[src/rtl/recursive_mutex_with_wait_fifo_defines.svh]
// Assertion macros shared by the lock's RTL files.
`ifndef RECURSIVE_MUTEX_WITH_WAIT_FIFO_DEFINES_SVH
`define RECURSIVE_MUTEX_WITH_WAIT_FIFO_DEFINES_SVH

`ifndef ASSERT_OFF
// Check a property on every rising edge outside reset.
`define RMWF_ASSERT(lbl, clk, rst_n, prop, msg) \
  lbl: assert property (@(posedge clk) disable iff (!rst_n) prop) else $error(msg);
// Check that a condition never holds outside reset.
`define RMWF_ASSERT_NEVER(lbl, clk, rst_n, cond, msg) \
  lbl: assert property (@(posedge clk) disable iff (!rst_n) !(cond)) else $error(msg);
`else
`define RMWF_ASSERT(lbl, clk, rst_n, prop, msg)
`define RMWF_ASSERT_NEVER(lbl, clk, rst_n, cond, msg)
`endif

`endif

[src/rtl/rmwf_pkg.sv]
package rmwf_pkg;

  // Field widths of the request and result items
  localparam int KIND_W   = 1;
  localparam int TID_W    = 8;
  localparam int STATUS_W = 4;
  localparam int OWNER_W  = 8;
  localparam int NEST_W   = 16;

  // Defaults of the top-level parameters
  localparam int WAIT_DEPTH_DEF = 16;
  localparam int ID_BITS_DEF    = 8;
  localparam int COUNT_BITS_DEF = 16;

  // Request kinds
  localparam logic KIND_ACQUIRE = 1'b0;
  localparam logic KIND_RELEASE = 1'b1;

  // Result codes
  typedef enum logic [STATUS_W-1:0] {
    ST_GRANTED     = 4'd0,
    ST_NESTED      = 4'd1,
    ST_QUEUED      = 4'd2,
    ST_REL_NESTED  = 4'd3,
    ST_FREED       = 4'd4,
    ST_HANDED_OVER = 4'd5,
    ST_NOT_HOLDER  = 4'd6,
    ST_QUEUE_FULL  = 4'd7,
    ST_COUNT_OVF   = 4'd8
  } status_t;

  // Controller states
  typedef enum logic {
    S_IDLE,
    S_EXEC
  } ctrl_state_t;

  // Commands from controller to datapath
  typedef struct packed {
    logic capture;
    logic exec;
  } dp_cmd_t;

  // Status from datapath to controller
  typedef struct packed {
    logic out_full;
  } dp_stat_t;

endpackage

[src/rtl/rmwf_req_if.sv]
interface rmwf_req_if;
  import rmwf_pkg::*;

  logic              valid;
  logic              ready;
  logic [KIND_W-1:0] kind;
  logic [TID_W-1:0]  thread_id;

  modport source (output valid, output kind, output thread_id, input ready);
  modport sink   (input valid, input kind, input thread_id, output ready);
endinterface

[src/rtl/rmwf_rsp_if.sv]
interface rmwf_rsp_if;
  import rmwf_pkg::*;

  logic               valid;
  logic               ready;
  status_t            status;
  logic [OWNER_W-1:0] owner_id;
  logic               owner_valid;
  logic [NEST_W-1:0]  nest_count;

  modport source (output valid, output status, output owner_id, output owner_valid,
                  output nest_count, input ready);
  modport sink   (input valid, input status, input owner_id, input owner_valid,
                  input nest_count, output ready);
endinterface

[src/rtl/rmwf_ctrl.sv]
`include "recursive_mutex_with_wait_fifo_defines.svh"

module rmwf_ctrl (
  input  logic               clk,
  input  logic               rst_n,
  input  logic               in_valid,
  output logic               in_ready,
  input  rmwf_pkg::dp_stat_t stat,
  output rmwf_pkg::dp_cmd_t  cmd
);
  import rmwf_pkg::*;

  ctrl_state_t state_r;
  ctrl_state_t state_nxt;

  // Hold the state
  always_ff @(posedge clk) begin
    if (!rst_n) begin
      state_r <= S_IDLE;
    end else begin
      state_r <= state_nxt;
    end
  end

  // Advance: take an item, then execute once the result register is free
  always_comb begin
    state_nxt = state_r;
    case (state_r)
      S_IDLE: begin
        if (in_valid) state_nxt = S_EXEC;
      end
      S_EXEC: begin
        if (!stat.out_full) state_nxt = S_IDLE;
      end
      default: state_nxt = S_IDLE;
    endcase
  end

  // Drive handshake and datapath commands
  always_comb begin
    in_ready    = 1'b0;
    cmd.capture = 1'b0;
    cmd.exec    = 1'b0;
    case (state_r)
      S_IDLE: begin
        in_ready    = 1'b1;
        cmd.capture = in_valid;
      end
      S_EXEC: begin
        cmd.exec = !stat.out_full;
      end
      default: begin
        in_ready = 1'b0;
      end
    endcase
  end

  `RMWF_ASSERT(a_accept_to_exec, clk, rst_n,
    (state_r == S_IDLE && in_valid) |=> (state_r == S_EXEC), "accepted item not executed")
  `RMWF_ASSERT(a_exec_to_idle, clk, rst_n,
    cmd.exec |=> (state_r == S_IDLE && in_ready), "no return to idle after execute")
  `RMWF_ASSERT_NEVER(a_exec_blocked, clk, rst_n,
    cmd.exec && stat.out_full, "execute while result register is full")

endmodule

[src/rtl/rmwf_dp.sv]
`include "recursive_mutex_with_wait_fifo_defines.svh"

module rmwf_dp #(
  parameter int WAIT_DEPTH = rmwf_pkg::WAIT_DEPTH_DEF,
  parameter int ID_BITS    = rmwf_pkg::ID_BITS_DEF,
  parameter int COUNT_BITS = rmwf_pkg::COUNT_BITS_DEF
) (
  input  logic                          clk,
  input  logic                          rst_n,
  input  rmwf_pkg::dp_cmd_t             cmd,
  output rmwf_pkg::dp_stat_t            stat,
  input  logic [rmwf_pkg::KIND_W-1:0]   in_kind,
  input  logic [rmwf_pkg::TID_W-1:0]    in_thread_id,
  output logic                          out_valid,
  input  logic                          out_ready,
  output rmwf_pkg::status_t             out_status,
  output logic [rmwf_pkg::OWNER_W-1:0]  out_owner_id,
  output logic                          out_owner_valid,
  output logic [rmwf_pkg::NEST_W-1:0]   out_nest_count
);
  import rmwf_pkg::*;

  localparam int PTR_W  = (WAIT_DEPTH > 1) ? $clog2(WAIT_DEPTH) : 1;
  localparam int USED_W = $clog2(WAIT_DEPTH + 1);
  localparam logic [PTR_W-1:0]      PTR_LAST  = PTR_W'(WAIT_DEPTH - 1);
  localparam logic [USED_W-1:0]     USED_FULL = USED_W'(WAIT_DEPTH);
  localparam logic [COUNT_BITS-1:0] COUNT_MAX = {COUNT_BITS{1'b1}};
  localparam logic [COUNT_BITS-1:0] COUNT_ONE = COUNT_BITS'(1);

  // Lock state
  logic [ID_BITS-1:0]    holder_r, holder_nxt;
  logic                  held_r, held_nxt;
  logic [COUNT_BITS-1:0] count_r, count_nxt;
  logic [PTR_W-1:0]      head_r, head_nxt;
  logic [PTR_W-1:0]      tail_r, tail_nxt;
  logic [USED_W-1:0]     used_r, used_nxt;

  // Waiter queue storage and its registered head read
  logic [ID_BITS-1:0] wait_mem [WAIT_DEPTH];
  logic [ID_BITS-1:0] head_id_r;

  // Captured request
  logic               rel_r;
  logic [ID_BITS-1:0] tid_r;

  // Result register
  logic               out_full_r;
  status_t            status_r, status_nxt;
  logic [OWNER_W-1:0] owner_r;
  logic               owner_vld_r;
  logic [NEST_W-1:0]  nest_r;

  logic        push;
  logic [15:0] tid_ext;
  logic [15:0] holder_ext;
  logic [31:0] count_ext;

  assign tid_ext = 16'(in_thread_id);

  // Capture the accepted item
  always_ff @(posedge clk) begin
    if (cmd.capture) begin
      rel_r <= in_kind[0];
      tid_r <= tid_ext[ID_BITS-1:0];
    end
  end

  // Decide the request against the current lock state
  always_comb begin
    holder_nxt = holder_r;
    held_nxt   = held_r;
    count_nxt  = count_r;
    head_nxt   = head_r;
    tail_nxt   = tail_r;
    used_nxt   = used_r;
    push       = 1'b0;
    status_nxt = ST_NOT_HOLDER;
    if (rel_r == KIND_ACQUIRE) begin
      if (!held_r) begin
        held_nxt   = 1'b1;
        holder_nxt = tid_r;
        count_nxt  = COUNT_ONE;
        status_nxt = ST_GRANTED;
      end else if (holder_r == tid_r) begin
        if (count_r == COUNT_MAX) begin
          status_nxt = ST_COUNT_OVF;
        end else begin
          count_nxt  = count_r + COUNT_ONE;
          status_nxt = ST_NESTED;
        end
      end else if (used_r == USED_FULL) begin
        status_nxt = ST_QUEUE_FULL;
      end else begin
        push       = 1'b1;
        tail_nxt   = (tail_r == PTR_LAST) ? '0 : tail_r + PTR_W'(1);
        used_nxt   = used_r + USED_W'(1);
        status_nxt = ST_QUEUED;
      end
    end else begin
      if (!held_r || holder_r != tid_r) begin
        status_nxt = ST_NOT_HOLDER;
      end else if (count_r > COUNT_ONE) begin
        count_nxt  = count_r - COUNT_ONE;
        status_nxt = ST_REL_NESTED;
      end else if (used_r != '0) begin
        holder_nxt = head_id_r;
        head_nxt   = (head_r == PTR_LAST) ? '0 : head_r + PTR_W'(1);
        used_nxt   = used_r - USED_W'(1);
        count_nxt  = COUNT_ONE;
        status_nxt = ST_HANDED_OVER;
      end else begin
        held_nxt   = 1'b0;
        holder_nxt = '0;
        count_nxt  = '0;
        status_nxt = ST_FREED;
      end
    end
  end

  // Commit the lock state on execute
  always_ff @(posedge clk) begin
    if (!rst_n) begin
      holder_r <= '0;
      held_r   <= 1'b0;
      count_r  <= '0;
      head_r   <= '0;
      tail_r   <= '0;
      used_r   <= '0;
    end else if (cmd.exec) begin
      holder_r <= holder_nxt;
      held_r   <= held_nxt;
      count_r  <= count_nxt;
      head_r   <= head_nxt;
      tail_r   <= tail_nxt;
      used_r   <= used_nxt;
    end
  end

  // Write a waiter at the tail, read the head every cycle
  always_ff @(posedge clk) begin
    if (cmd.exec && push) wait_mem[tail_r] <= tid_r;
    head_id_r <= wait_mem[head_r];
  end

  assign holder_ext = 16'(holder_nxt);
  assign count_ext  = 32'(count_nxt);

  // Load the result; drop it once taken
  always_ff @(posedge clk) begin
    if (!rst_n) begin
      out_full_r <= 1'b0;
    end else if (cmd.exec) begin
      out_full_r <= 1'b1;
    end else if (out_ready) begin
      out_full_r <= 1'b0;
    end
  end

  always_ff @(posedge clk) begin
    if (cmd.exec) begin
      status_r    <= status_nxt;
      owner_r     <= holder_ext[OWNER_W-1:0];
      owner_vld_r <= held_nxt;
      nest_r      <= count_ext[NEST_W-1:0];
    end
  end

  assign stat.out_full   = out_full_r && !out_ready;
  assign out_valid       = out_full_r;
  assign out_status      = status_r;
  assign out_owner_id    = owner_r;
  assign out_owner_valid = owner_vld_r;
  assign out_nest_count  = nest_r;

  `RMWF_ASSERT_NEVER(a_used_range, clk, rst_n,
    used_r > USED_FULL, "waiter count beyond queue depth")
  `RMWF_ASSERT(a_free_clean, clk, rst_n,
    !held_r |-> (count_r == '0 && holder_r == '0), "free lock keeps holder or count")
  `RMWF_ASSERT(a_held_count, clk, rst_n,
    held_r |-> (count_r != '0), "held lock with zero count")
  `RMWF_ASSERT(a_free_no_waiters, clk, rst_n,
    (cmd.exec && !held_r && used_r != '0) |-> 1'b0, "waiters queued on a free lock")

endmodule

[src/rtl/recursive_mutex_with_wait_fifo.sv]
// Recursive mutex with a first-in first-out queue of waiting threads.
// in_ch carries requests: kind (0 acquire, 1 release) and thread_id; the low
// ID_BITS bits of thread_id name the thread. out_ch returns exactly one result
// item per request: status code, owner_id, owner_valid and nest_count after it.
// Both channels move an item at a rising edge where valid and ready are high.
// A taken request is captured, then executed into the result register once
// that register is free. The queue's head entry comes from a registered memory
// read that must follow any push or pop of the previous item, so each item
// passes an accept state and then an execute state before the next is taken.
// A finished result sits in an output register; the next request is taken
// while it waits. If out_ch stalls, the following request waits in its
// execute cycle and in_ch ready stays low until the result register frees.
// Reset (rst_n low, synchronous) frees the lock, empties the waiter queue and
// drops any pending result; queue storage needs no clearing.
module recursive_mutex_with_wait_fifo #(
  parameter int WAIT_DEPTH = rmwf_pkg::WAIT_DEPTH_DEF,
  parameter int ID_BITS    = rmwf_pkg::ID_BITS_DEF,
  parameter int COUNT_BITS = rmwf_pkg::COUNT_BITS_DEF
) (
  input logic       clk,
  input logic       rst_n,
  rmwf_req_if.sink  in_ch,
  rmwf_rsp_if.source out_ch
);
  import rmwf_pkg::*;

  dp_cmd_t  cmd;
  dp_stat_t stat;

  // Sequence each item
  rmwf_ctrl u_ctrl (
    .clk      (clk),
    .rst_n    (rst_n),
    .in_valid (in_ch.valid),
    .in_ready (in_ch.ready),
    .stat     (stat),
    .cmd      (cmd)
  );

  // Lock state, waiter queue and result register
  rmwf_dp #(
    .WAIT_DEPTH (WAIT_DEPTH),
    .ID_BITS    (ID_BITS),
    .COUNT_BITS (COUNT_BITS)
  ) u_dp (
    .clk             (clk),
    .rst_n           (rst_n),
    .cmd             (cmd),
    .stat            (stat),
    .in_kind         (in_ch.kind),
    .in_thread_id    (in_ch.thread_id),
    .out_valid       (out_ch.valid),
    .out_ready       (out_ch.ready),
    .out_status      (out_ch.status),
    .out_owner_id    (out_ch.owner_id),
    .out_owner_valid (out_ch.owner_valid),
    .out_nest_count  (out_ch.nest_count)
  );

endmodule
[src/flat_wrapper.sv]
// flat-port wrapper written by rule: the top's interface ports become plain ports
module recursive_mutex_with_wait_fifo_flat import rmwf_pkg::*;
#(
  parameter int WAIT_DEPTH = rmwf_pkg::WAIT_DEPTH_DEF,
  parameter int ID_BITS    = rmwf_pkg::ID_BITS_DEF,
  parameter int COUNT_BITS = rmwf_pkg::COUNT_BITS_DEF
)
  (clk, rst_n, in_ch_valid, in_ch_kind, in_ch_thread_id, in_ch_ready, out_ch_valid, out_ch_status, out_ch_owner_id, out_ch_owner_valid, out_ch_nest_count, out_ch_ready);
  rmwf_req_if in_ch_i ();
  rmwf_rsp_if out_ch_i ();
  input logic clk;
  input logic rst_n;
  input wire logic [$bits(in_ch_i.valid)-1:0] in_ch_valid;
  input wire logic [$bits(in_ch_i.kind)-1:0] in_ch_kind;
  input wire logic [$bits(in_ch_i.thread_id)-1:0] in_ch_thread_id;
  output wire logic [$bits(in_ch_i.ready)-1:0] in_ch_ready;
  output wire logic [$bits(out_ch_i.valid)-1:0] out_ch_valid;
  output wire logic [$bits(out_ch_i.status)-1:0] out_ch_status;
  output wire logic [$bits(out_ch_i.owner_id)-1:0] out_ch_owner_id;
  output wire logic [$bits(out_ch_i.owner_valid)-1:0] out_ch_owner_valid;
  output wire logic [$bits(out_ch_i.nest_count)-1:0] out_ch_nest_count;
  input wire logic [$bits(out_ch_i.ready)-1:0] out_ch_ready;
  assign in_ch_i.valid = in_ch_valid;
  assign in_ch_i.kind = in_ch_kind;
  assign in_ch_i.thread_id = in_ch_thread_id;
  assign in_ch_ready = in_ch_i.ready;
  assign out_ch_valid = out_ch_i.valid;
  assign out_ch_status = out_ch_i.status;
  assign out_ch_owner_id = out_ch_i.owner_id;
  assign out_ch_owner_valid = out_ch_i.owner_valid;
  assign out_ch_nest_count = out_ch_i.nest_count;
  assign out_ch_i.ready = out_ch_ready;
  recursive_mutex_with_wait_fifo #(.WAIT_DEPTH(WAIT_DEPTH), .ID_BITS(ID_BITS), .COUNT_BITS(COUNT_BITS)) u_core (.clk(clk), .rst_n(rst_n), .in_ch(in_ch_i), .out_ch(out_ch_i));
endmodule
[config.mk]
export PLATFORM = sky130hd
export DESIGN_NAME = recursive_mutex_with_wait_fifo_flat
export DESIGN_NICKNAME = d
export VERILOG_FILES = /design/src/rtl/rmwf_pkg.sv /design/src/rtl/rmwf_req_if.sv /design/src/rtl/rmwf_rsp_if.sv /design/src/rtl/rmwf_ctrl.sv /design/src/rtl/rmwf_dp.sv /design/src/rtl/recursive_mutex_with_wait_fifo.sv /design/src/flat_wrapper.sv
export VERILOG_INCLUDE_DIRS = /design/src /design/src/rtl
export SDC_FILE = /design/constraint.sdc
export NUM_CORES = 1
export LEC_CHECK = 0
export ABC_CLOCK_PERIOD_IN_PS = 4200
export BUFFER_PORTS_ARGS = -buffer_cell sky130_fd_sc_hd__buf_2
export CORE_MARGIN = 2
export CORE_UTILIZATION = 30
export DETAILED_ROUTE_END_ITERATION = 16
export MAX_ROUTING_LAYER = met4
export PLACE_DENSITY_LB_ADDON = 0.1
export SLEW_MARGIN = 20
export SYNTH_ARGS = -nofsm -noshare
export SYNTH_HDL_FRONTEND = slang
export SYNTH_HIERARCHICAL = 1
export SYNTH_SLANG_ARGS = --single-unit
[constraint.sdc]
create_clock -name clk -period 4.2 [get_ports clk]
set_input_delay 0.21 -clock clk [delete_from_list [all_inputs] [get_ports clk]]
set_output_delay 0.21 -clock clk [all_outputs]
set_load 0.05 [all_outputs]
==> results of run 1 <==
==> synthesized netlist by cell type, drive strengths merged, types with 17 or more instances <==
library cell | n | area, µm²
clkbuf | 33 | 124
nand3 | 22 | 115
a31oi | 17 | 106
nand2 | 37 | 141
a21oi | 23 | 119
o21ai | 44 | 224
nor3 | 23 | 115
mux4 | 40 | 901
nor2 | 43 | 169
dfxtp | 48 | 961
edfxtp | 166 | 4980
==> registers in the layout (all words and copies together), names as in the netlist, 5 cells and up <==
register                    flops
u_core/u_dp/head_id_r           8
u_core/u_dp/count_r            16
u_core/u_dp/holder_r            8
u_core/u_dp/out_owner_id        8
u_core/u_dp/used_r              5
u_core/u_dp/out_nest_count     16
u_core/u_dp/wait_mem          128
u_core/u_dp/tid_r               8
==> logic make-up (layout without fill, tap and decap cells) <==
group	Yosys count	after routing	synth area share (%)
AOI/OAI and AO/OA	143	143	9.87
xor gates and xnor gates	19	19	1.73
adders and majority gates	12	12	1.64
buffers and inverters	66	152	2.93
DFF	214	214	62.0
muxes	50	50	10.5
and+or+nand+nor	205	205	11.4
==> layer usage <==
layer	GRT usage [%]	wire, µm	share of wire, %	up-vias
met2	25.7	12100	46	198
met4	3.97	462	1.8	0
met5	-	0	0	-
li1	-	-	-	2928
met3	2.62	1550	5.9	41
met1	22.2	12100	46	3196
==> stage by stage <==
stage / utilization, % / power, mW / instances / worst slack, ns
detailed placement: 32.8 / 2.64 / 1139 / 1.03
CTS: 35.7 / 4.81 / 1197 / 1.01
finish: 35.7 / 4.74 / 1197 / 0.962
floorplan: - / 2.55 / 709 / 0.339
global placement: 32.8 / 2.64 / 1139 / 1.11
global route: 35.7 / 4.93 / 1197 / 0.748
==> cell type report <==
type	count	area [µm²]	share of cell area (%)
Sequential cell	214	5950	52.7
Timing Repair Buffer	86	563	4.99
Inverter	18	67.6	0.599
Multi-Input combinational cell	429	3370	29.9
Clock inverter	11	114	1.01
Tap cell	402	503	4.46
Clock buffer	37	712	6.31
==> cell usage in the layout (no fill, tap or decap), types with 5 or more instances in the layout <==
cell type	count
xnor2_1	15
dfxtp_1	46
a21oi_1	22
inv_1	16
nand3_1	21
dlygate4sd3_1	10
mux4_2	40
clkbuf_16	26
and2_1	6
a31oi_1	17
nand2_1	36
mux2i_1	8
nor3_1	23
a211oi_1	8
buf_2	43
buf_4	33
clkinv_2	5
o21ai_0	42
a22oi_1	9
nor2b_1	5
nor4_1	15
clkbuf_1	9
nand4_1	16
nor2_1	41
nand2b_1	7
ha_1	11
edfxtp_1	166
and3_1	11
==> tightest hold or removal path, cell delays in order <==
cell and delay, ns:
buf_2 0.11, clkinv_1 0.13, a21oi_1 0.05
==> worst min path at each step <==
| stage | from | to | slack [ns] |
|---|---|---|---|
| 2_1_floorplan | in_ch_kind | u_core/u_dp/rel_r$_DFFE_PP_ | 0.31 |
| 3_3_place_gp | in_ch_kind | u_core/u_dp/rel_r$_DFFE_PP_ | 0.39 |
| 3_5_place_dp | in_ch_thread_id[5] | u_core/u_dp/tid_r[5]$_DFFE_PP_ | 0.39 |
| 4_1_cts | rst_n | u_core/u_dp/tail_r[3]$_SDFFE_PN0P_ | 0.008 |
| 5_1_grt | rst_n | u_core/u_dp/tail_r[3]$_SDFFE_PN0P_ | 0.02 |
| 6_report | rst_n | u_core/u_dp/tail_r[3]$_SDFFE_PN0P_ | 0.02 |
==> power breakdown <==
group | switching [mW] | total [mW] | internal, mW
logic | 0.182 | 0.253 | 0.0719
registers | 0.0393 | 2.35 | 2.31
clock network | 0.879 | 2.13 | 1.25
==> key figures, run 1 <==
Outcome
  • Status: finished clean

Synthesis
  • EDFF count, synth: approximately 170
  • Synth cell types: 70
  • Syn Nets: 734
  • Post-Syn Area: ~0.0096 mm²
  • Asr flop ratio synth: 0%
  • Sequential element share of the synthesized area: approximately 62%
  • Primary FF master, synth: edfxtp_1
  • YS warnings: 6
  • Cell count after synthesis: slightly above 700
  • Synthesized flop and latch total: roughly 210
  • Mean post-synth cell area: approximately 14 µm²

Clock network
  • Maximum clock path buffer count: 3
  • Clk Latency, worst-skew pair: about 0.54 ns
  • Cts hold-fix bufs: 10
  • CTS Sinks: about 210
  • Clock-pin transition on the worst setup and hold timing paths: 0.06 ns
  • Post-CTS resize count: 0
  • H-tree depth: 1
  • Root Driver: clkbuf_16
  • TritonCTS clock tree: done
  • Postcts setup bufs: 0
  • CTS buffer count: 26

Worst setup path
  • Critical Path Fanout Max: 18
  • Crit. Startpoint: u_core/u_dp/tid_r[6]$_DFFE_PP_
  • Critical Path RT: between 4 and 5 ns
  • CP Capture Type: flip-flop
  • Family with the most delay on the worst path: simple AND/OR/NAND/NOR gates
  • Worst-path cell chain: xnor2_1 > nand4_1 > or2_0 > nor3_1 > a221oi_1 > a31oi_1
  • Crit path DAT: between 3 and 4 ns
  • CP Launch Type: flip-flop
  • Critical path destination: u_core/u_dp/out_nest_count[10]$_DFFE_PP_
  • R2R cell count: 6
  • CP Depth: 6
  • Reg2reg end: u_core/u_dp/out_nest_count[10]$_DFFE_PP_
  • Worst stage delay on the critical path: slightly below 0.8 ns
  • CP max-delay cell: edfxtp_1
  • Reg2reg setup slack: about 0.96 ns
  • Bufs and invs on worst path: 0
  • R2R Path Start: u_core/u_dp/tid_r[6]$_DFFE_PP_
  • Critical path class: reg2reg

Timing
  • Max Slew Vio Count: 0
  • Min cycle time layout: between 3 and 4 ns
  • Fmax: approximately 310 MHz
  • Fin Hold WS: about 0.022 ns
  • Slew headroom: 30.6%
  • Period utilisation layout: between 70% and 80%
  • Final Hold Viols: 0
  • Slew @ Worst Pin: about 1.0 ns
  • RSZ-0062 raised after global routing: no
  • Fin Setup TNS: 0 ns
  • Worst clock skew: 0.0110 ns
  • Final setup viols: 0

Cells and area
  • FILL cells: 3047
  • Post-route cell area: 0.0113 mm²
  • Post-layout nets: 800
  • Synth-to-layout area growth: 17.6%
  • ANT cells: 0
  • Layout cells sized above 1: a little over a fifth

Floorplanning
  • Std cell rows: 65
  • Die X: about 180 µm
  • Core Area: about 0.032 mm²
  • Die Ht: 183 µm
  • IO Count: 44
  • Die area: around 0.033 mm²
  • Initial Util: 30.4%

Power and ir drop
  • Peak supply drop: 0.000312 V
  • Leakage: about 3.7 nW
  • P per Cell Area: roughly 420 mW/mm²

Global routing
  • Number of global-route vias before repair: between 6000 and 7000
  • Initial antenna violation count: 0
  • Total grt overflow: 0
  • Global-route wire length before repair: around 40000 µm
  • GRT Util Overall: approximately 16%
  • Largest net degree at the start of global routing: 38

Place
  • Detail Placement HPWL: between 15000 and 20000 µm
  • Dpl cell area: a little over 0.01 mm²
  • Routability cong.: between 0.8 and 0.9
  • Number of port buffers: 43

Route
  • Via count: 6363
  • Antenna Nets Post-Route: 0
  • Routed WL: 26200 µm
  • First drt pass iteration count: 5
  • DRC: 0
  • Via density: 5.32
  • Detailed-route wire length per cell: between 20 and 25 µm
  • DRT iter0 DRCs: between 500 and 600

Min path
  • Hold Path Depth: 3
  • Hold crit path type: in2reg

Job
  • Max Cap Viol: 0
No activity file was read; power rests on OpenSTA's default activity.
==> inputs of run 2 (changes only) <==
--- a/config.mk
+++ b/config.mk
@@ -6,7 +6,7 @@
 export SDC_FILE = /design/constraint.sdc
 export NUM_CORES = 1
 export LEC_CHECK = 0
-export ABC_CLOCK_PERIOD_IN_PS = 4200
+export ABC_CLOCK_PERIOD_IN_PS = 2900
 export BUFFER_PORTS_ARGS = -buffer_cell sky130_fd_sc_hd__buf_2
 export CORE_MARGIN = 2
 export CORE_UTILIZATION = 30
==> constraint.sdc (replaced) <==
create_clock -name clk -period 2.9 [get_ports clk]
set_input_delay 0.145 -clock clk [delete_from_list [all_inputs] [get_ports clk]]
set_output_delay 0.145 -clock clk [all_outputs]
set_load 0.05 [all_outputs]
==> key figures, run 2 (synthesis gave the netlist of run 1 again) <==
Worst setup path
  • Critical Path Fanout Max: 8 (-10)
  • Worst-path cell chain: xnor2_1 > nand4_1 > or2_0 > buf_4 > nor4_1 > a211oi_1 > nor2_1
  • CP Launch Type: flip-flop
  • Crit path DAT: 3.11 ns (-0.50 ns)
  • Bufs and invs on worst path: 1 (+1)
  • Family with the most delay on the worst path: simple AND/OR/NAND/NOR gates
  • Reg2reg setup slack: 0.16 ns (-0.81 ns)
  • Critical path class: reg2reg
  • CP Capture Type: flip-flop
  • CP Depth: 7 (+1)
  • CP max-delay cell: nor4_1
  • R2R cell count: 7 (+1)
  • Critical Path RT: 3.27 ns (-1.30 ns)
  • Worst stage delay on the critical path: 0.70 ns (-0.08 ns)

Route
  • Detailed-route wire length per cell: 22.8 µm (+4.1%)
  • DRT iter0 DRCs: 543 (+3.4%)
  • Via count: 6580 (+3.4%)
  • Antenna Nets Post-Route: 0 (unchanged)
  • Routed WL: 27900 µm (+6.6%)
  • First drt pass iteration count: 5 (unchanged)
  • Via density: 5.37 (+1.0%)
  • DRC: 0 (unchanged)

Power and ir drop
  • Power share of the sequential group: 48.0% (-1.7 points)
  • Final Total Pwr: 7.05 mW (+49%)
  • Comb pwr share: 6.2% (+0.9 points)
  • P per Cell Area: 608 mW/mm² (+45%)
  • Sw frac: 22.7% (-0.56 points)
  • Cell Int Power: 5.46 mW (+50%)
  • Psw: 1.60 mW (+45%)
  • Peak supply drop: 0.000377 V (+21%)
  • Clock network power share: 45.8% (+0.8 points)
  • Leakage: 3.94 nW (+5.9%)

Timing
  • Fin Hold WS: 0.0363 ns (+0.0147 ns)
  • Worst clock skew: 0.0145 ns (+0.00354 ns)
  • Min cycle time layout: 2.74 ns (-0.493 ns)
  • Period utilisation layout: 94.7% (+18 points)
  • Slew @ Worst Pin: 1.10 ns (+0.0549 ns)
  • Slew headroom: 26.8% (-3.8 points)
  • Final setup viols: 0 (unchanged)
  • Fin Setup TNS: 0 ns (unchanged)
  • Final Hold Viols: 0 (unchanged)
  • RSZ-0062 raised after global routing: no
  • Post-route setup slack: 0.155 ns (-0.807 ns)
  • Fmax: 364 MHz (+18%)
  • Max Slew Vio Count: 0 (unchanged)

Cells and area
  • FILL cells: 3014 (-1.1%)
  • Most frequent cells in the layout: edfxtp_1 (166), buf_4 (63), dfxtp_1 (47)
  • Layout cells sized above 1: 25.3% (+3.4 points)
  • ANT cells: 0 (unchanged)
  • Post-layout nets: 830 (+3.8%)
  • Largest Register: u_core/u_dp/wait_mem
  • Final Non-Filler Cells: 1225 (+2.3%)
  • Most common cell after layout, fill and taps aside: edfxtp_1
  • Max FFs per register: 128 (unchanged)
  • Synth-to-layout area growth: 20.9%

Place
  • Place WS: 0.171 ns (-0.856 ns)
  • Number of port buffers: 43 (unchanged)
  • Placed cell count: 1171 (+2.8%)
  • Routability cong.: 0.885 (-0.30%)
  • Detail Placement HPWL: 19300 µm (+13%)

Floorplanning
  • Initial Util: 30.4% (unchanged)
  • Die Ht: 183 µm (unchanged)
  • Core Area: 0.0316 mm² (unchanged)
  • Die area: 0.0334 mm² (unchanged)
  • Die X: 183 µm (unchanged)
  • IO Count: 44 (unchanged)
  • Std cell rows: 65 (unchanged)

Outcome
  • Status: finished clean

Global routing
  • Initial antenna violation count: 1 (+1)
  • Total grt overflow: 0 (unchanged)
  • Global-route wire length before repair: 41700 µm (+4.3%)
  • GRT Util Overall: 17.2% (+0.84 points)
  • Number of global-route vias before repair: 6592 (+0.17%)
  • Largest net degree at the start of global routing: 42 (+11%)

Clock network
  • TritonCTS clock tree: done
  • Clock-pin transition on the worst setup and hold timing paths: 0.06 ns (about the same)
  • CTS Sinks: 214 (unchanged)
  • Postcts setup bufs: 0 (unchanged)
  • H-tree depth: 1 (unchanged)
  • Maximum clock path buffer count: 3 (unchanged)
  • Clk Latency, worst-skew pair: 0.54 ns (about the same)
  • Root Driver: clkbuf_16
  • CTS buffer count: 24 (-7.7%)

Min path
  • Hold crit path type: in2reg
  • Hold Path Depth: 4 (+1)

Job
  • Max Cap Viol: 0 (unchanged)
run 2: routing by layer:
layer / share of wire, % / GRT usage [%]
met1: 50 / 25.5
met3: 6.6 / 3.65
met4: 1.4 / 3.49
met2: 42 / 24.2
met5: 0 / -
run 2: area by class of cell:
class | instances | area, µm² | area share (%)
flip-flops and latches | 214 | 5950 | 51.3
multi-input cells | 429 | 3400 | 29.3
repair buffers | 118 | 828 | 7.14
clock buffers | 35 | 713 | 6.15
well taps | 402 | 503 | 4.34
clock inverters | 9 | 144 | 1.24
inverters | 18 | 67.6 | 0.582
run 2: repair_timing:
action | in CTS | in global routing
endpoints found under the hold margin | 10 | 0
hold buffers | 10 | 0
gates resized for setup | 0 | 2
setup endpoints to repair | 0 | 7
run 2: power by group through the flow:
stage                     registers, mW  logic (mW)  clock network (mW)
after CTS                          3.38       0.438                3.33
after global routing               3.39       0.474                3.46
after floorplan                    3.51       0.182                   0
after detailed placement           3.45       0.427                   0
after global placement             3.45       0.424                   0
final                              3.38       0.438                3.23
run 2: worst paths after layout:
kind | startpoint | end
setup / recovery | u_core/u_dp/tid_r[0]$_DFFE_PP_ | u_core/u_dp/out_nest_count[7]$_DFFE_PP_
hold / removal | rst_n | u_core/u_dp/head_r[0]$_SDFFE_PN0P_
setup reg to reg | u_core/u_dp/tid_r[0]$_DFFE_PP_ | u_core/u_dp/out_nest_count[7]$_DFFE_PP_
hold reg to reg | u_core/u_dp/used_r[0]$_SDFFE_PN0P_ | u_core/u_dp/used_r[0]$_SDFFE_PN0P_
run 2: through the flow:
step / util [%] / area (µm²)
after floorplan: - / 9610
after global placement: 33.7 / 10600
after detailed placement: 33.7 / 10600
after CTS: 36.7 / 11600
after global routing: 36.8 / 11600
final: 36.8 / 11600
run 2: worst min-delay path: stages:
cell and delay [ns]:
buf_2 0.11, clkinv_1 0.06, buf_4 0.16, nor2_1 0.05
